===== src/rtl/core/ctm_pkg.sv =====
package ctm_pkg;

  // Field widths
  localparam int unsigned CharW   = 8;
  localparam int unsigned MillisW = 27;
  localparam int unsigned RunW    = 7;   // a run keeps at most two digits
  localparam int unsigned LenW    = 2;   // run length saturates at three
  localparam int unsigned SecW    = 6;
  localparam int unsigned FracW   = 10;
  localparam int unsigned FcntW   = 4;   // fraction digit count saturates at ten
  localparam int unsigned HourW   = 5;
  localparam int unsigned MinW    = 6;

  // Scale factors
  localparam logic [MillisW-1:0] SECOND_MILLIS = MillisW'(1000);
  localparam logic [MillisW-1:0] MINUTE_MILLIS = MillisW'(60000);
  localparam logic [MillisW-1:0] HOUR_MILLIS   = MillisW'(3600000);
  localparam logic [FcntW-1:0]   FRAC_MAX_DIGITS = FcntW'(9);
  localparam logic [FcntW-1:0]   FRAC_CNT_SAT    = FcntW'(10);

  // Character codes
  localparam logic [CharW-1:0] CH_COLON = 8'h3A;
  localparam logic [CharW-1:0] CH_DOT   = 8'h2E;
  localparam logic [CharW-1:0] CH_SPACE = 8'h20;
  localparam logic [CharW-1:0] CH_TAB   = 8'h09;
  localparam logic [CharW-1:0] CH_CR    = 8'h0D;
  localparam logic [CharW-1:0] CH_ZERO  = 8'h30;
  localparam logic [CharW-1:0] CH_NINE  = 8'h39;

  typedef enum logic [3:0] {
    PH_WS     = 4'd0,
    PH_RUN1   = 4'd1,
    PH_COLON1 = 4'd2,
    PH_RUN2   = 4'd3,
    PH_COLON2 = 4'd4,
    PH_SEC1   = 4'd5,
    PH_SEC2   = 4'd6,
    PH_DOT    = 4'd7,
    PH_FRAC   = 4'd8,
    PH_END    = 4'd9
  } phase_t;

  typedef struct packed {
    logic [RunW-1:0] minute;
    logic [SecW-1:0] seconds;
    logic            exact;
  } resolve_t;

  // Settle on minute = first run, seconds from the second run
  function automatic resolve_t resolve_min_sec(input logic [RunW-1:0] first_val,
                                               input logic [RunW-1:0] second_val,
                                               input logic [LenW-1:0] second_len);
    resolve_t         r;
    logic             two;
    logic             multi;
    logic [SecW-1:0]  tens;
    multi = (second_len >= LenW'(2));
    two   = multi && (second_val <= RunW'(59));
    // tens digit of a two-digit run of 60 or more
    priority if (second_val >= RunW'(90)) tens = SecW'(9);
    else if (second_val >= RunW'(80))     tens = SecW'(8);
    else if (second_val >= RunW'(70))     tens = SecW'(7);
    else                                  tens = SecW'(6);
    r.minute = first_val;
    if (multi && !two) r.seconds = tens;
    else               r.seconds = SecW'(second_val);
    r.exact = (second_len == LenW'(1)) || ((second_len == LenW'(2)) && two);
    return r;
  endfunction

endpackage


===== src/rtl/core/ctm_if.sv =====
interface ctm_in_if;
  logic                        valid;
  logic                        ready;
  logic [ctm_pkg::CharW-1:0]   char_code;
  logic                        has_char;
  logic                        last;

  modport source (output valid, output char_code, output has_char, output last,
                  input ready);
  modport sink (input valid, input char_code, input has_char, input last,
                output ready);
endinterface

interface ctm_out_if;
  logic                        valid;
  logic                        ready;
  logic [ctm_pkg::MillisW-1:0] millis;
  logic                        recognized;

  modport source (output valid, output millis, output recognized, input ready);
  modport sink (input valid, input millis, input recognized, output ready);
endinterface


===== src/rtl/core/clock_time_text_to_millis.sv =====
// Clock-time text parser: reads a string one byte per transfer on chars and
// returns the time of day it starts with, in milliseconds, on result.
// Accepted forms after optional whitespace: [h:]m:s[.frac]. Hour 0-23 and
// minute 0-59 are runs of one or two digits; the fraction is truncated to
// milliseconds and ignored when longer than nine digits.
// chars carries char_code, has_char (0 for an end-only transfer) and last.
// One result transfer follows each chars transfer with last set; it carries
// millis and recognized (0 and 0 when no minute:second time matched).
// Throughput: one byte per cycle while chars.ready is high; the parse state
// updates on every accepted byte. After the last byte, the result is registered
// in stage 1, which resolves the fields, then in stage 2, which scales and sums them.
// Reset clears the parser and both output stages; chars is ready right away.
// When result stalls, the two stages fill and then chars.ready drops; the
// parser itself never stalls while a stage has room.
module clock_time_text_to_millis (
  input  logic             clk,
  input  logic             rst,
  ctm_in_if.sink           chars,
  ctm_out_if.source        result
);

  ctm_pkg::phase_t                phase, phase_next;
  logic [ctm_pkg::RunW-1:0]       run1_val, run1_val_next;
  logic [ctm_pkg::LenW-1:0]       run1_len, run1_len_next;
  logic [ctm_pkg::RunW-1:0]       run2_val, run2_val_next;
  logic [ctm_pkg::LenW-1:0]       run2_len, run2_len_next;
  logic [ctm_pkg::SecW-1:0]       sec_val, sec_val_next;
  logic [ctm_pkg::FracW-1:0]      frac_ms, frac_ms_next;
  logic [ctm_pkg::FcntW-1:0]      frac_cnt, frac_cnt_next;
  logic                           decided, decided_next;

  logic                           is_digit, is_space;
  logic [3:0]                     digit;
  ctm_pkg::resolve_t              res_feed, res_end;

  logic                           accept, adv1, adv2;
  logic                           stg_valid;
  logic [ctm_pkg::HourW-1:0]      stg_hour;
  logic [ctm_pkg::MinW-1:0]       stg_min;
  logic [ctm_pkg::SecW-1:0]       stg_sec;
  logic [ctm_pkg::FracW-1:0]      stg_frac;
  logic                           stg_rec;
  logic [ctm_pkg::RunW-1:0]       fin_hour, fin_min;
  logic [ctm_pkg::SecW-1:0]       fin_sec;
  logic [ctm_pkg::FracW-1:0]      fin_frac;

  logic                           out_valid;
  logic [ctm_pkg::MillisW-1:0]    out_millis;
  logic                           out_rec;
  logic [ctm_pkg::MillisW-1:0]    sum_millis;

  // Handshake: stage 2 is the output register, stage 1 holds resolved fields
  assign adv2        = !out_valid || result.ready;
  assign adv1        = !stg_valid || adv2;
  assign chars.ready = adv1;
  assign accept      = chars.valid && chars.ready;

  // Classify the incoming byte
  assign is_digit = (chars.char_code >= ctm_pkg::CH_ZERO) &&
                    (chars.char_code <= ctm_pkg::CH_NINE);
  assign digit    = is_digit ? 4'(chars.char_code - ctm_pkg::CH_ZERO) : 4'd0;
  assign is_space = (chars.char_code == ctm_pkg::CH_SPACE) ||
                    ((chars.char_code >= ctm_pkg::CH_TAB) &&
                     (chars.char_code <= ctm_pkg::CH_CR));

  assign res_feed = ctm_pkg::resolve_min_sec(run1_val, run2_val, run2_len);

  // Advance the parser by one byte
  always_comb begin
    phase_next    = phase;
    run1_val_next = run1_val;
    run1_len_next = run1_len;
    run2_val_next = run2_val;
    run2_len_next = run2_len;
    sec_val_next  = sec_val;
    frac_ms_next  = frac_ms;
    frac_cnt_next = frac_cnt;
    decided_next  = decided;
    if (chars.has_char) begin
      unique case (phase)
        ctm_pkg::PH_WS: begin
          if (is_space) begin
            phase_next = ctm_pkg::PH_WS;
          end else if (is_digit) begin
            run1_val_next = ctm_pkg::RunW'(digit);
            run1_len_next = ctm_pkg::LenW'(1);
            phase_next    = ctm_pkg::PH_RUN1;
          end else begin
            phase_next = ctm_pkg::PH_END;
          end
        end
        ctm_pkg::PH_RUN1: begin
          if (is_digit) begin
            if (run1_len < ctm_pkg::LenW'(2))
              run1_val_next = ctm_pkg::RunW'(run1_val * ctm_pkg::RunW'(10) +
                                             ctm_pkg::RunW'(digit));
            if (run1_len < ctm_pkg::LenW'(3)) run1_len_next = run1_len + ctm_pkg::LenW'(1);
          end else if ((chars.char_code == ctm_pkg::CH_COLON) &&
                       ((run1_len == ctm_pkg::LenW'(1)) ||
                        ((run1_len == ctm_pkg::LenW'(2)) &&
                         (run1_val <= ctm_pkg::RunW'(59))))) begin
            phase_next = ctm_pkg::PH_COLON1;
          end else begin
            phase_next = ctm_pkg::PH_END;
          end
        end
        ctm_pkg::PH_COLON1: begin
          if (is_digit) begin
            run2_val_next = ctm_pkg::RunW'(digit);
            run2_len_next = ctm_pkg::LenW'(1);
            phase_next    = ctm_pkg::PH_RUN2;
          end else begin
            phase_next = ctm_pkg::PH_END;
          end
        end
        ctm_pkg::PH_RUN2: begin
          if (is_digit) begin
            if (run2_len < ctm_pkg::LenW'(2))
              run2_val_next = ctm_pkg::RunW'(run2_val * ctm_pkg::RunW'(10) +
                                             ctm_pkg::RunW'(digit));
            if (run2_len < ctm_pkg::LenW'(3)) run2_len_next = run2_len + ctm_pkg::LenW'(1);
          end else if ((chars.char_code == ctm_pkg::CH_COLON) &&
                       ((run1_len == ctm_pkg::LenW'(1)) ||
                        ((run1_len == ctm_pkg::LenW'(2)) &&
                         (run1_val <= ctm_pkg::RunW'(23)))) &&
                       ((run2_len == ctm_pkg::LenW'(1)) ||
                        ((run2_len == ctm_pkg::LenW'(2)) &&
                         (run2_val <= ctm_pkg::RunW'(59))))) begin
            phase_next = ctm_pkg::PH_COLON2;
          end else begin
            run2_val_next = res_feed.minute;
            run1_val_next = '0;
            sec_val_next  = res_feed.seconds;
            decided_next  = 1'b1;
            phase_next    = ((chars.char_code == ctm_pkg::CH_DOT) && res_feed.exact) ?
                            ctm_pkg::PH_DOT : ctm_pkg::PH_END;
          end
        end
        ctm_pkg::PH_COLON2: begin
          if (is_digit) begin
            decided_next = 1'b1;
            sec_val_next = ctm_pkg::SecW'(digit);
            phase_next   = ctm_pkg::PH_SEC1;
          end else begin
            run2_val_next = res_feed.minute;
            run1_val_next = '0;
            sec_val_next  = res_feed.seconds;
            decided_next  = 1'b1;
            phase_next    = ctm_pkg::PH_END;
          end
        end
        ctm_pkg::PH_SEC1: begin
          if (is_digit) begin
            if (sec_val <= ctm_pkg::SecW'(5)) begin
              sec_val_next = ctm_pkg::SecW'(sec_val * ctm_pkg::SecW'(10) +
                                            ctm_pkg::SecW'(digit));
              phase_next   = ctm_pkg::PH_SEC2;
            end else begin
              phase_next = ctm_pkg::PH_END;
            end
          end else begin
            phase_next = (chars.char_code == ctm_pkg::CH_DOT) ?
                         ctm_pkg::PH_DOT : ctm_pkg::PH_END;
          end
        end
        ctm_pkg::PH_SEC2: begin
          phase_next = (chars.char_code == ctm_pkg::CH_DOT) ?
                       ctm_pkg::PH_DOT : ctm_pkg::PH_END;
        end
        ctm_pkg::PH_DOT: begin
          if (is_digit) begin
            frac_ms_next  = ctm_pkg::FracW'(ctm_pkg::FracW'(digit) * ctm_pkg::FracW'(100));
            frac_cnt_next = ctm_pkg::FcntW'(1);
            phase_next    = ctm_pkg::PH_FRAC;
          end else begin
            phase_next = ctm_pkg::PH_END;
          end
        end
        ctm_pkg::PH_FRAC: begin
          if (is_digit) begin
            if (frac_cnt == ctm_pkg::FcntW'(1))
              frac_ms_next = frac_ms + ctm_pkg::FracW'(ctm_pkg::FracW'(digit) *
                                                       ctm_pkg::FracW'(10));
            else if (frac_cnt == ctm_pkg::FcntW'(2))
              frac_ms_next = frac_ms + ctm_pkg::FracW'(digit);
            if (frac_cnt < ctm_pkg::FRAC_CNT_SAT) frac_cnt_next = frac_cnt + ctm_pkg::FcntW'(1);
          end else begin
            phase_next = ctm_pkg::PH_END;
          end
        end
        ctm_pkg::PH_END: begin
          phase_next = ctm_pkg::PH_END;
        end
        default: begin
          phase_next = ctm_pkg::PH_END;
        end
      endcase
    end
  end

  // Close an open minute:second match at the end of the string
  assign res_end = ctm_pkg::resolve_min_sec(run1_val_next, run2_val_next, run2_len_next);

  always_comb begin
    fin_hour = run1_val_next;
    fin_min  = run2_val_next;
    fin_sec  = sec_val_next;
    if ((phase_next == ctm_pkg::PH_RUN2) || (phase_next == ctm_pkg::PH_COLON2)) begin
      fin_hour = '0;
      fin_min  = res_end.minute;
      fin_sec  = res_end.seconds;
    end
    fin_frac = (frac_cnt_next <= ctm_pkg::FRAC_MAX_DIGITS) ? frac_ms_next : '0;
  end

  // Parser state: take the next byte, restart after the last one
  always_ff @(posedge clk) begin
    if (rst || (accept && chars.last)) begin
      phase    <= ctm_pkg::PH_WS;
      run1_val <= '0;
      run1_len <= '0;
      run2_val <= '0;
      run2_len <= '0;
      sec_val  <= '0;
      frac_ms  <= '0;
      frac_cnt <= '0;
      decided  <= 1'b0;
    end else if (accept) begin
      phase    <= phase_next;
      run1_val <= run1_val_next;
      run1_len <= run1_len_next;
      run2_val <= run2_val_next;
      run2_len <= run2_len_next;
      sec_val  <= sec_val_next;
      frac_ms  <= frac_ms_next;
      frac_cnt <= frac_cnt_next;
      decided  <= decided_next;
    end
  end

  // Stage 1: hold the resolved fields of a finished string
  always_ff @(posedge clk) begin
    if (rst) begin
      stg_valid <= 1'b0;
    end else if (adv1) begin
      stg_valid <= accept && chars.last;
    end
  end

  always_ff @(posedge clk) begin
    if (adv1 && accept && chars.last) begin
      stg_rec <= decided_next || (phase_next == ctm_pkg::PH_RUN2) ||
                 (phase_next == ctm_pkg::PH_COLON2);
      stg_hour <= ctm_pkg::HourW'(fin_hour);
      stg_min  <= ctm_pkg::MinW'(fin_min);
      stg_sec  <= fin_sec;
      stg_frac <= fin_frac;
    end
  end

  // Stage 2: scale and sum into the output register
  assign sum_millis = ctm_pkg::MillisW'(stg_hour) * ctm_pkg::HOUR_MILLIS +
                      ctm_pkg::MillisW'(stg_min)  * ctm_pkg::MINUTE_MILLIS +
                      ctm_pkg::MillisW'(stg_sec)  * ctm_pkg::SECOND_MILLIS +
                      ctm_pkg::MillisW'(stg_frac);

  always_ff @(posedge clk) begin
    if (rst) begin
      out_valid <= 1'b0;
    end else if (adv2) begin
      out_valid <= stg_valid;
    end
  end

  always_ff @(posedge clk) begin
    if (adv2 && stg_valid) begin
      out_millis <= stg_rec ? sum_millis : '0;
      out_rec    <= stg_rec;
    end
  end

  assign result.valid      = out_valid;
  assign result.millis     = out_millis;
  assign result.recognized = out_rec;

`ifndef SYNTHESIS
  // An unrecognised string always reports zero
  a_zero_when_unrecognised: assert property (@(posedge clk) disable iff (rst)
    (result.valid && !result.recognized) |-> (result.millis == '0))
    else $error("millis nonzero without a recognised time");

  // The parser restarts after the last byte
  a_restart_after_last: assert property (@(posedge clk) disable iff (rst)
    (accept && chars.last) |=> (phase == ctm_pkg::PH_WS))
    else $error("parser did not restart after last byte");

  // Once the match is over the parser stays put until the string ends
  a_end_sticks: assert property (@(posedge clk) disable iff (rst)
    ((phase == ctm_pkg::PH_END) && !(accept && chars.last)) |=>
    (phase == ctm_pkg::PH_END))
    else $error("parser left the end phase mid-string");

  // A finished string in stage 1 reaches the output register in the following cycle when stage 2 advances
  a_stage_to_output: assert property (@(posedge clk) disable iff (rst)
    (stg_valid && adv2) |=> result.valid)
    else $error("resolved fields lost between stages");
`endif

endmodule


===== src/flat_wrapper.sv =====
// flat-port wrapper written by rule: the top's interface ports become plain ports
module clock_time_text_to_millis_flat 
  (clk, rst, chars_valid, chars_char_code, chars_has_char, chars_last, chars_ready, result_valid, result_millis, result_recognized, result_ready);
  ctm_in_if chars_i ();
  ctm_out_if result_i ();
  input  logic clk;
  input  logic rst;
  input wire logic [$bits(chars_i.valid)-1:0] chars_valid;
  input wire logic [$bits(chars_i.char_code)-1:0] chars_char_code;
  input wire logic [$bits(chars_i.has_char)-1:0] chars_has_char;
  input wire logic [$bits(chars_i.last)-1:0] chars_last;
  output wire logic [$bits(chars_i.ready)-1:0] chars_ready;
  output wire logic [$bits(result_i.valid)-1:0] result_valid;
  output wire logic [$bits(result_i.millis)-1:0] result_millis;
  output wire logic [$bits(result_i.recognized)-1:0] result_recognized;
  input wire logic [$bits(result_i.ready)-1:0] result_ready;
  assign chars_i.valid = chars_valid;
  assign chars_i.char_code = chars_char_code;
  assign chars_i.has_char = chars_has_char;
  assign chars_i.last = chars_last;
  assign chars_ready = chars_i.ready;
  assign result_valid = result_i.valid;
  assign result_millis = result_i.millis;
  assign result_recognized = result_i.recognized;
  assign result_i.ready = result_ready;
  clock_time_text_to_millis u_core (.clk(clk), .rst(rst), .chars(chars_i), .result(result_i));
endmodule

===== config.mk =====
export PLATFORM = sky130hd
export DESIGN_NAME = clock_time_text_to_millis_flat
export DESIGN_NICKNAME = d
export VERILOG_FILES = /design/src/rtl/core/ctm_pkg.sv /design/src/rtl/core/ctm_if.sv /design/src/rtl/core/clock_time_text_to_millis.sv /design/src/flat_wrapper.sv
export SDC_FILE = /design/constraint.sdc
export NUM_CORES = 1
export LEC_CHECK = 0
export BUFFER_PORTS_ARGS = -buffer_cell sky130_fd_sc_hd__buf_2
export CORE_AREA = 4 4 182 184
export DETAILED_ROUTE_END_ITERATION = 8
export DIE_AREA = 0 0 186 188
export GPL_TIMING_DRIVEN = 0
export MAX_ROUTING_LAYER = met4
export PLACE_DENSITY_LB_ADDON = 0.25
export SETUP_SLACK_MARGIN = 0.1
export SLEW_MARGIN = 20
export SYNTH_ARGS = -nofsm -noshare
export SYNTH_HDL_FRONTEND = slang
export SYNTH_SLANG_ARGS = --single-unit

===== constraint.sdc =====
create_clock -name clk -period 6.1 [get_ports clk]
set_clock_uncertainty 0.05 [all_clocks]
set_input_delay 0.61 -clock clk [delete_from_list [all_inputs] [get_ports clk]]
set_output_delay 0.61 -clock clk [all_outputs]
set_load 0.03 [all_outputs]

---- Yosys cells after proc, flatten, opt, wreduce, memory -nomap -nowiden ----
Index checks and enable logic that the tools add are counted.
operators by class
  multiply operators ...................... 8
  $add $sub $neg .......................... 12
  order comparisons ....................... 23
  multiplexer cells ....................... 75
  eq/ne operators ......................... 23
  reductions and logical operators ........ 37
operator list
  cell                                                            count
  two-way mux 7 bit                                               14
  two-way mux 6 bit                                               14
  two-way mux 4 bit                                               19
  two-way mux 10 bit                                              5
  greater-or-equal comparator 7 bit, second input constant        6
  case mux 4 bit (9 select lines)                                 1
  case mux 7 bit (4 select lines)                                 1
  adder 27 x 10 -> 27 bit                                         1
  adder 27 x 16 -> 27 bit                                         1
  adder 27 x 22 -> 27 bit                                         1
  equality test 8 x 6 -> 1 bit, second input constant             3
  less-or-equal comparator 7 x 6 -> 1 bit, second input constant  3
  case mux 7 bit (3 select lines)                                 1
  equality test 4 x 3 -> 1 bit, second input constant             5
  multiplier 5 x 15 -> 20 bit, second input constant              1
  case mux 10 bit (2 select lines)                                1
  logical AND 1 bit                                               19
  case mux 6 bit (3 select lines)                                 1
  multiplier 6 x 11 -> 17 bit, second input constant              1
  equality test 4 x 2 -> 1 bit, second input constant             4
  two-way mux 2 bit                                               8
  adder 7 x 4 -> 7 bit                                            2
  multiplier 7 x 3 -> 6 bit, second input constant                2
  multiplier 6 x 7 -> 13 bit, second input constant               1
  other kinds (34)                                                63
storage, ports and cells
  output and inout port bits .............. 30
  flip-flop bits (word level) ............. 101

---- Longest topological paths before layout ----
  depth after elaboration ................. 15
  mapped depth ............................ 29
  mapped depth without buffers ............ 29

---- Worst setup path after synthesis ----
OpenSTA, ideal clock, no wires.
  path type ............................... flip-flop to flip-flop
  start point ............................. register u_core.stg_sec[2] (netlist bit)
  end point ............................... register u_core.out_millis (netlist bit u_core.result.millis[24]) (data pin)
  setup time .............................. 0.255 ns
  data arrival time ....................... 6.297 ns
  buffers on the path ..................... 0
  cell stages (with the launch flop) ...... 28
  slack ................................... -0.502 ns
  required time ........................... 5.795 ns
  clock period less this slack ............ 6.602 ns
  cells stage by stage .................... edfxtp_1 -> inv_1 -> fa_1 -> inv_1 -> fa_1 -> inv_1 -> fa_1 -> inv_1 -> ha_1 -> nor2b_1 -> o21ai_0 -> a21oi_1 -> o21ai_0 -> nand2b_1 -> xnor2_1 -> fa_1 -> inv_1 -> ha_1 -> ha_1 -> a21oi_1 -> a21boi_0 -> a311oi_1 -> o21ai_0 -> o41ai_1 -> o21ai_0 -> a311oi_1 -> xor2_1 -> and2_1
on the way
  word-level cells in the longest chain between the ends .. 3
ends and longest elaborated chain
  element                     RTL line                          RTL
  start, declared             clock_time_text_to_millis.sv:40   logic [ctm_pkg::SecW-1:0] stg_sec;
  start signal, assigned      clock_time_text_to_millis.sv:256  stg_sec <= fin_sec;
  multiplier 6 x 7 -> 13 bit  clock_time_text_to_millis.sv:264  ctm_pkg::MillisW'(stg_sec) * ctm_pkg::SECOND_MILLIS +
  adder 27 x 16 -> 27 bit     clock_time_text_to_millis.sv:263  ctm_pkg::MillisW'(stg_min) * ctm_pkg::MINUTE_MILLIS +
  adder 27 x 10 -> 27 bit     clock_time_text_to_millis.sv:264
  end signal, assigned        clock_time_text_to_millis.sv:277  out_millis <= stg_rec ? sum_millis : '0;
  end, declared               clock_time_text_to_millis.sv:48   logic [ctm_pkg::MillisW-1:0] out_millis;
No other way between the ends.
A chain may end at the register's enable or synchronous reset.

---- Worst setup path in the final report ----
  start point ............................. register u_core.stg_sec[1] (netlist bit)
  end point ............................... register u_core.out_millis (netlist bit u_core.result.millis[26]) (data pin)
The elaborated chain is that of the path after synthesis.

==> flow_summary.toml <==
[finish]
layout_common_cells = "ha_1 (161), inv_1 (152), nand2_1 (99)"
final_cells = 1946
multi_input_area_um2 = 9450
final_util = 0.449
register_area_um2 = 2580
fill_cells = 3107
fin_nets = 1789
drive_above_1_share = 0.130
synthToLayoutAreaGrowth_pct = 13.0
stdcell_area_um2 = 14100
diodes = 0
final_common_cell = "ha_1"

[yosys]
ys_warn_count = 0
synth_compound_area_frac = 0.209
yosysTopAreaCellShare = 0.178
ys_top_cells_by_area = "ha_1 (18%), edfxtp_1 (13%), fa_1 (9.3%)"
seq_area_frac_synth = 0.207
muxShareOfSynthArea = 0.0106
yosys.area_share.simple = 0.169
synth_nets = 1709
synth_edf_count = 56
syn-instance-count = 1459
synthAdderAreaFrac = 0.275
syn_area_per_cell_um2 = 8.55
async_flop_share = 0
synth_top_family_by_area = "adder cells"
synth-xor-area-share = 0.0594
synth_seq_cells = 101
ys.flop_type = "edfxtp_1"
synth.largest_area_cell = "ha_1"
synthesis.area_um2 = 12500
synth_cell_types = 92

[place]
place_inst = 1905
place_congestion = 1.01
dp_slack_ns = -0.525
portBuffers = 43
place_area_um2 = 13300
post-dp-hpwl_um = 28400

[detailed_routing]
wl_per_cell_um = 18.7
dr.pass1.iters = 6
vias_per_cell = 5.67
wirelength_um = 36300
drt_iter0_drc = 814
route.vias.total = 11000
ant_nets = 0
drc = 0

[sta]
slew_viol_final = 0
finalSetupViolCount = 4
finalCriticalPeriod_ns = 6.27
max_freq_mhz = 159
final-hold-violation-count = 0
rsz0062_at_grt = "true"
relSlewSlack = 0.274
finalSetupTns_ns = -0.375
fin_crit_sh = 1.03
setup_slack_ns = -0.173
tightest_slew_ns = 1.08

[min_path]
hold_path_class = "primary input to flip-flop"
hp-start = "rst"
hold_end = "u_core.stg_valid"
holdPathStages = 2

[worst_setup_path]
timing.rr.start = "u_core.stg_sec[1]"
critPathMaxFanout = 3
start_kind = "flip-flop"
required_ns = 6.21
crit_type = "flip-flop to flip-flop"
cp.arrival_ns = 6.39
worstRegToRegCells = 27
cp-end-kind = "flip-flop"
reg2reg_slack_ns = -0.17
r2r-end = "u_core.result.millis[26]"

[outcome]
status = "finished, violations left"
violations = "setup timing"

[clock_network]
h-tree-depth = 3
path_clk_slew_ns = 0.08
cts.sinks = 101
hold_buffers = 0
cts_buffers = 9
root_buffer = "clkbuf_16"
clockBufferDepth = 2
cts_tree = "done"
clock_latency_ns = 0.37

[die]
die_y_um = 188
row_count = 65
die_w_um = 186
coreArea_um2 = 31400
start_util = 0.397
ios = 44
die_area_um2 = 35000

[global_route]
grt_pass1_vias = 10700
overflow = 0
grt_max_degree = 31
grt_pass1_wl_um = 57300
antenna_found_initial = 0
grt_use_total = 0.211

[job]
maxCapViolations = 0

[pwr]
power_density_nw_per_um2 = 417
p_leak_nw = 6.03
vdd_drop_max_mv = 0.446
==> cell families after synthesis <==
| family | after synthesis |
|---|---|
| and+or+nand+nor | 406 |
| muxes | 13 |
| buffers and inverters | 227 |
| adders and majority gates | 240 |
| AOI/OAI and AO/OA | 389 |
| xor gates and xnor gates | 83 |
| DFF | 101 |
==> report_power, final <==
group | internal, mW | leakage [nW] | switching (mW)
Sequential | 0.843 | 0.898 | 0.0280
Combinational | 2.21 | 5.00 | 2.22
Clock | 0.284 | 0.139 | 0.300
==> state kept, by name, indices dropped and copies added, names as in the netlist, 5 cells and up <==
name,flops
u_core.stg_sec,6
u_core.stg_min,6
u_core.result.millis,27
u_core.run1_val,7
u_core.stg_frac,10
u_core.stg_hour,5
u_core.frac_ms,10
u_core.run2_val,7
u_core.sec_val,6
==> stage by stage <==
stage	power (mW)	hold slack [ns]
after detailed placement	4.54	0.433
final	5.88	0.406
after CTS	5.65	0.394
after global routing	6.40	0.399
after floorplan	3.84	0.379
after global placement	4.49	0.420
==> Yosys cell counts (11+ instances only) <==
| cell | instances |
|---|---|
| a22oi_1 | 15 |
| a21o_1 | 15 |
| nor3_1 | 27 |
| a31oi_1 | 14 |
| buf_2 | 12 |
| clkbuf_1 | 43 |
| o21a_1 | 12 |
| nand2b_1 | 14 |
| nand3_1 | 38 |
| a21oi_1 | 100 |
| nor2_1 | 96 |
| o31ai_1 | 16 |
| xnor2_1 | 58 |
| and2_1 | 35 |
| dfxtp_1 | 45 |
| a211oi_1 | 27 |
| mux2i_1 | 11 |
| nor4_1 | 11 |
| inv_1 | 165 |
| edfxtp_1 | 56 |
| nand2_1 | 99 |
| fa_1 | 58 |
| ha_1 | 178 |
| o21ai_0 | 76 |
| xor2_1 | 24 |
| nor2b_1 | 25 |
==> routing by layer <==
layer	share of wire	up-vias	track usage
li1	-	5381	-
met1	0.44	5272	0.270
met2	0.49	321	0.352
met3	0.044	61	0.0258
met4	0.029	0	0.0563
met5	0	-	-
==> critical path, cell delays in order (launching register included) <==
cell and delay, ns:
edfxtp_1 0.37, inv_2 0.05, fa_1 0.54, inv_2 0.08
fa_1 0.50, inv_2 0.04, fa_1 0.51, inv_2 0.05
ha_4 0.30, a21oi_4 0.07, buf_4 0.13, buf_4 0.12
buf_4 0.13, xnor2_2 0.13, fa_1 0.54, inv_1 0.06
ha_4 0.24, ha_4 0.24, o21a_1 0.13, o21a_1 0.21
a311oi_4 0.35, o21ai_2 0.13, o41ai_4 0.35, o21ai_2 0.11
a311oi_2 0.30, buf_4 0.18, o311ai_2 0.08, o41ai_2 0.10
==> layout make-up <==
class                           instances  share of cell area
Sequential cell                       101               0.183
Clock inverter                          7             0.00390
Multi-Input combinational cell       1131               0.670
Tap cell                              402              0.0357
Inverter                              167              0.0445
Clock buffer                            9              0.0160
Buffer                                 60              0.0176
Timing Repair Buffer                   69              0.0294
==> worst max-delay path by stage <==
stage	startpoint	slack (ns)	endpoint
after floorplan	u_core.stg_sec[0]	0.10	u_core.result.millis[24]
after global placement	u_core.stg_sec[2]	-0.49	u_core.result.millis[26]
after detailed placement	u_core.stg_sec[0]	-0.53	u_core.result.millis[26]
after CTS	u_core.stg_sec[1]	-0.18	u_core.result.millis[24]
after global routing	u_core.stg_sec[1]	-0.41	u_core.result.millis[26]
final	u_core.stg_sec[1]	-0.17	u_core.result.millis[26]
==> what timing repair did <==
item | CTS | global route
buffers inserted | 17 | 8
setup endpoints to repair | 8 | 10
pin swaps | 31 | 25
resized for setup | 29 | 27
(Power assumes the default switching activity.)
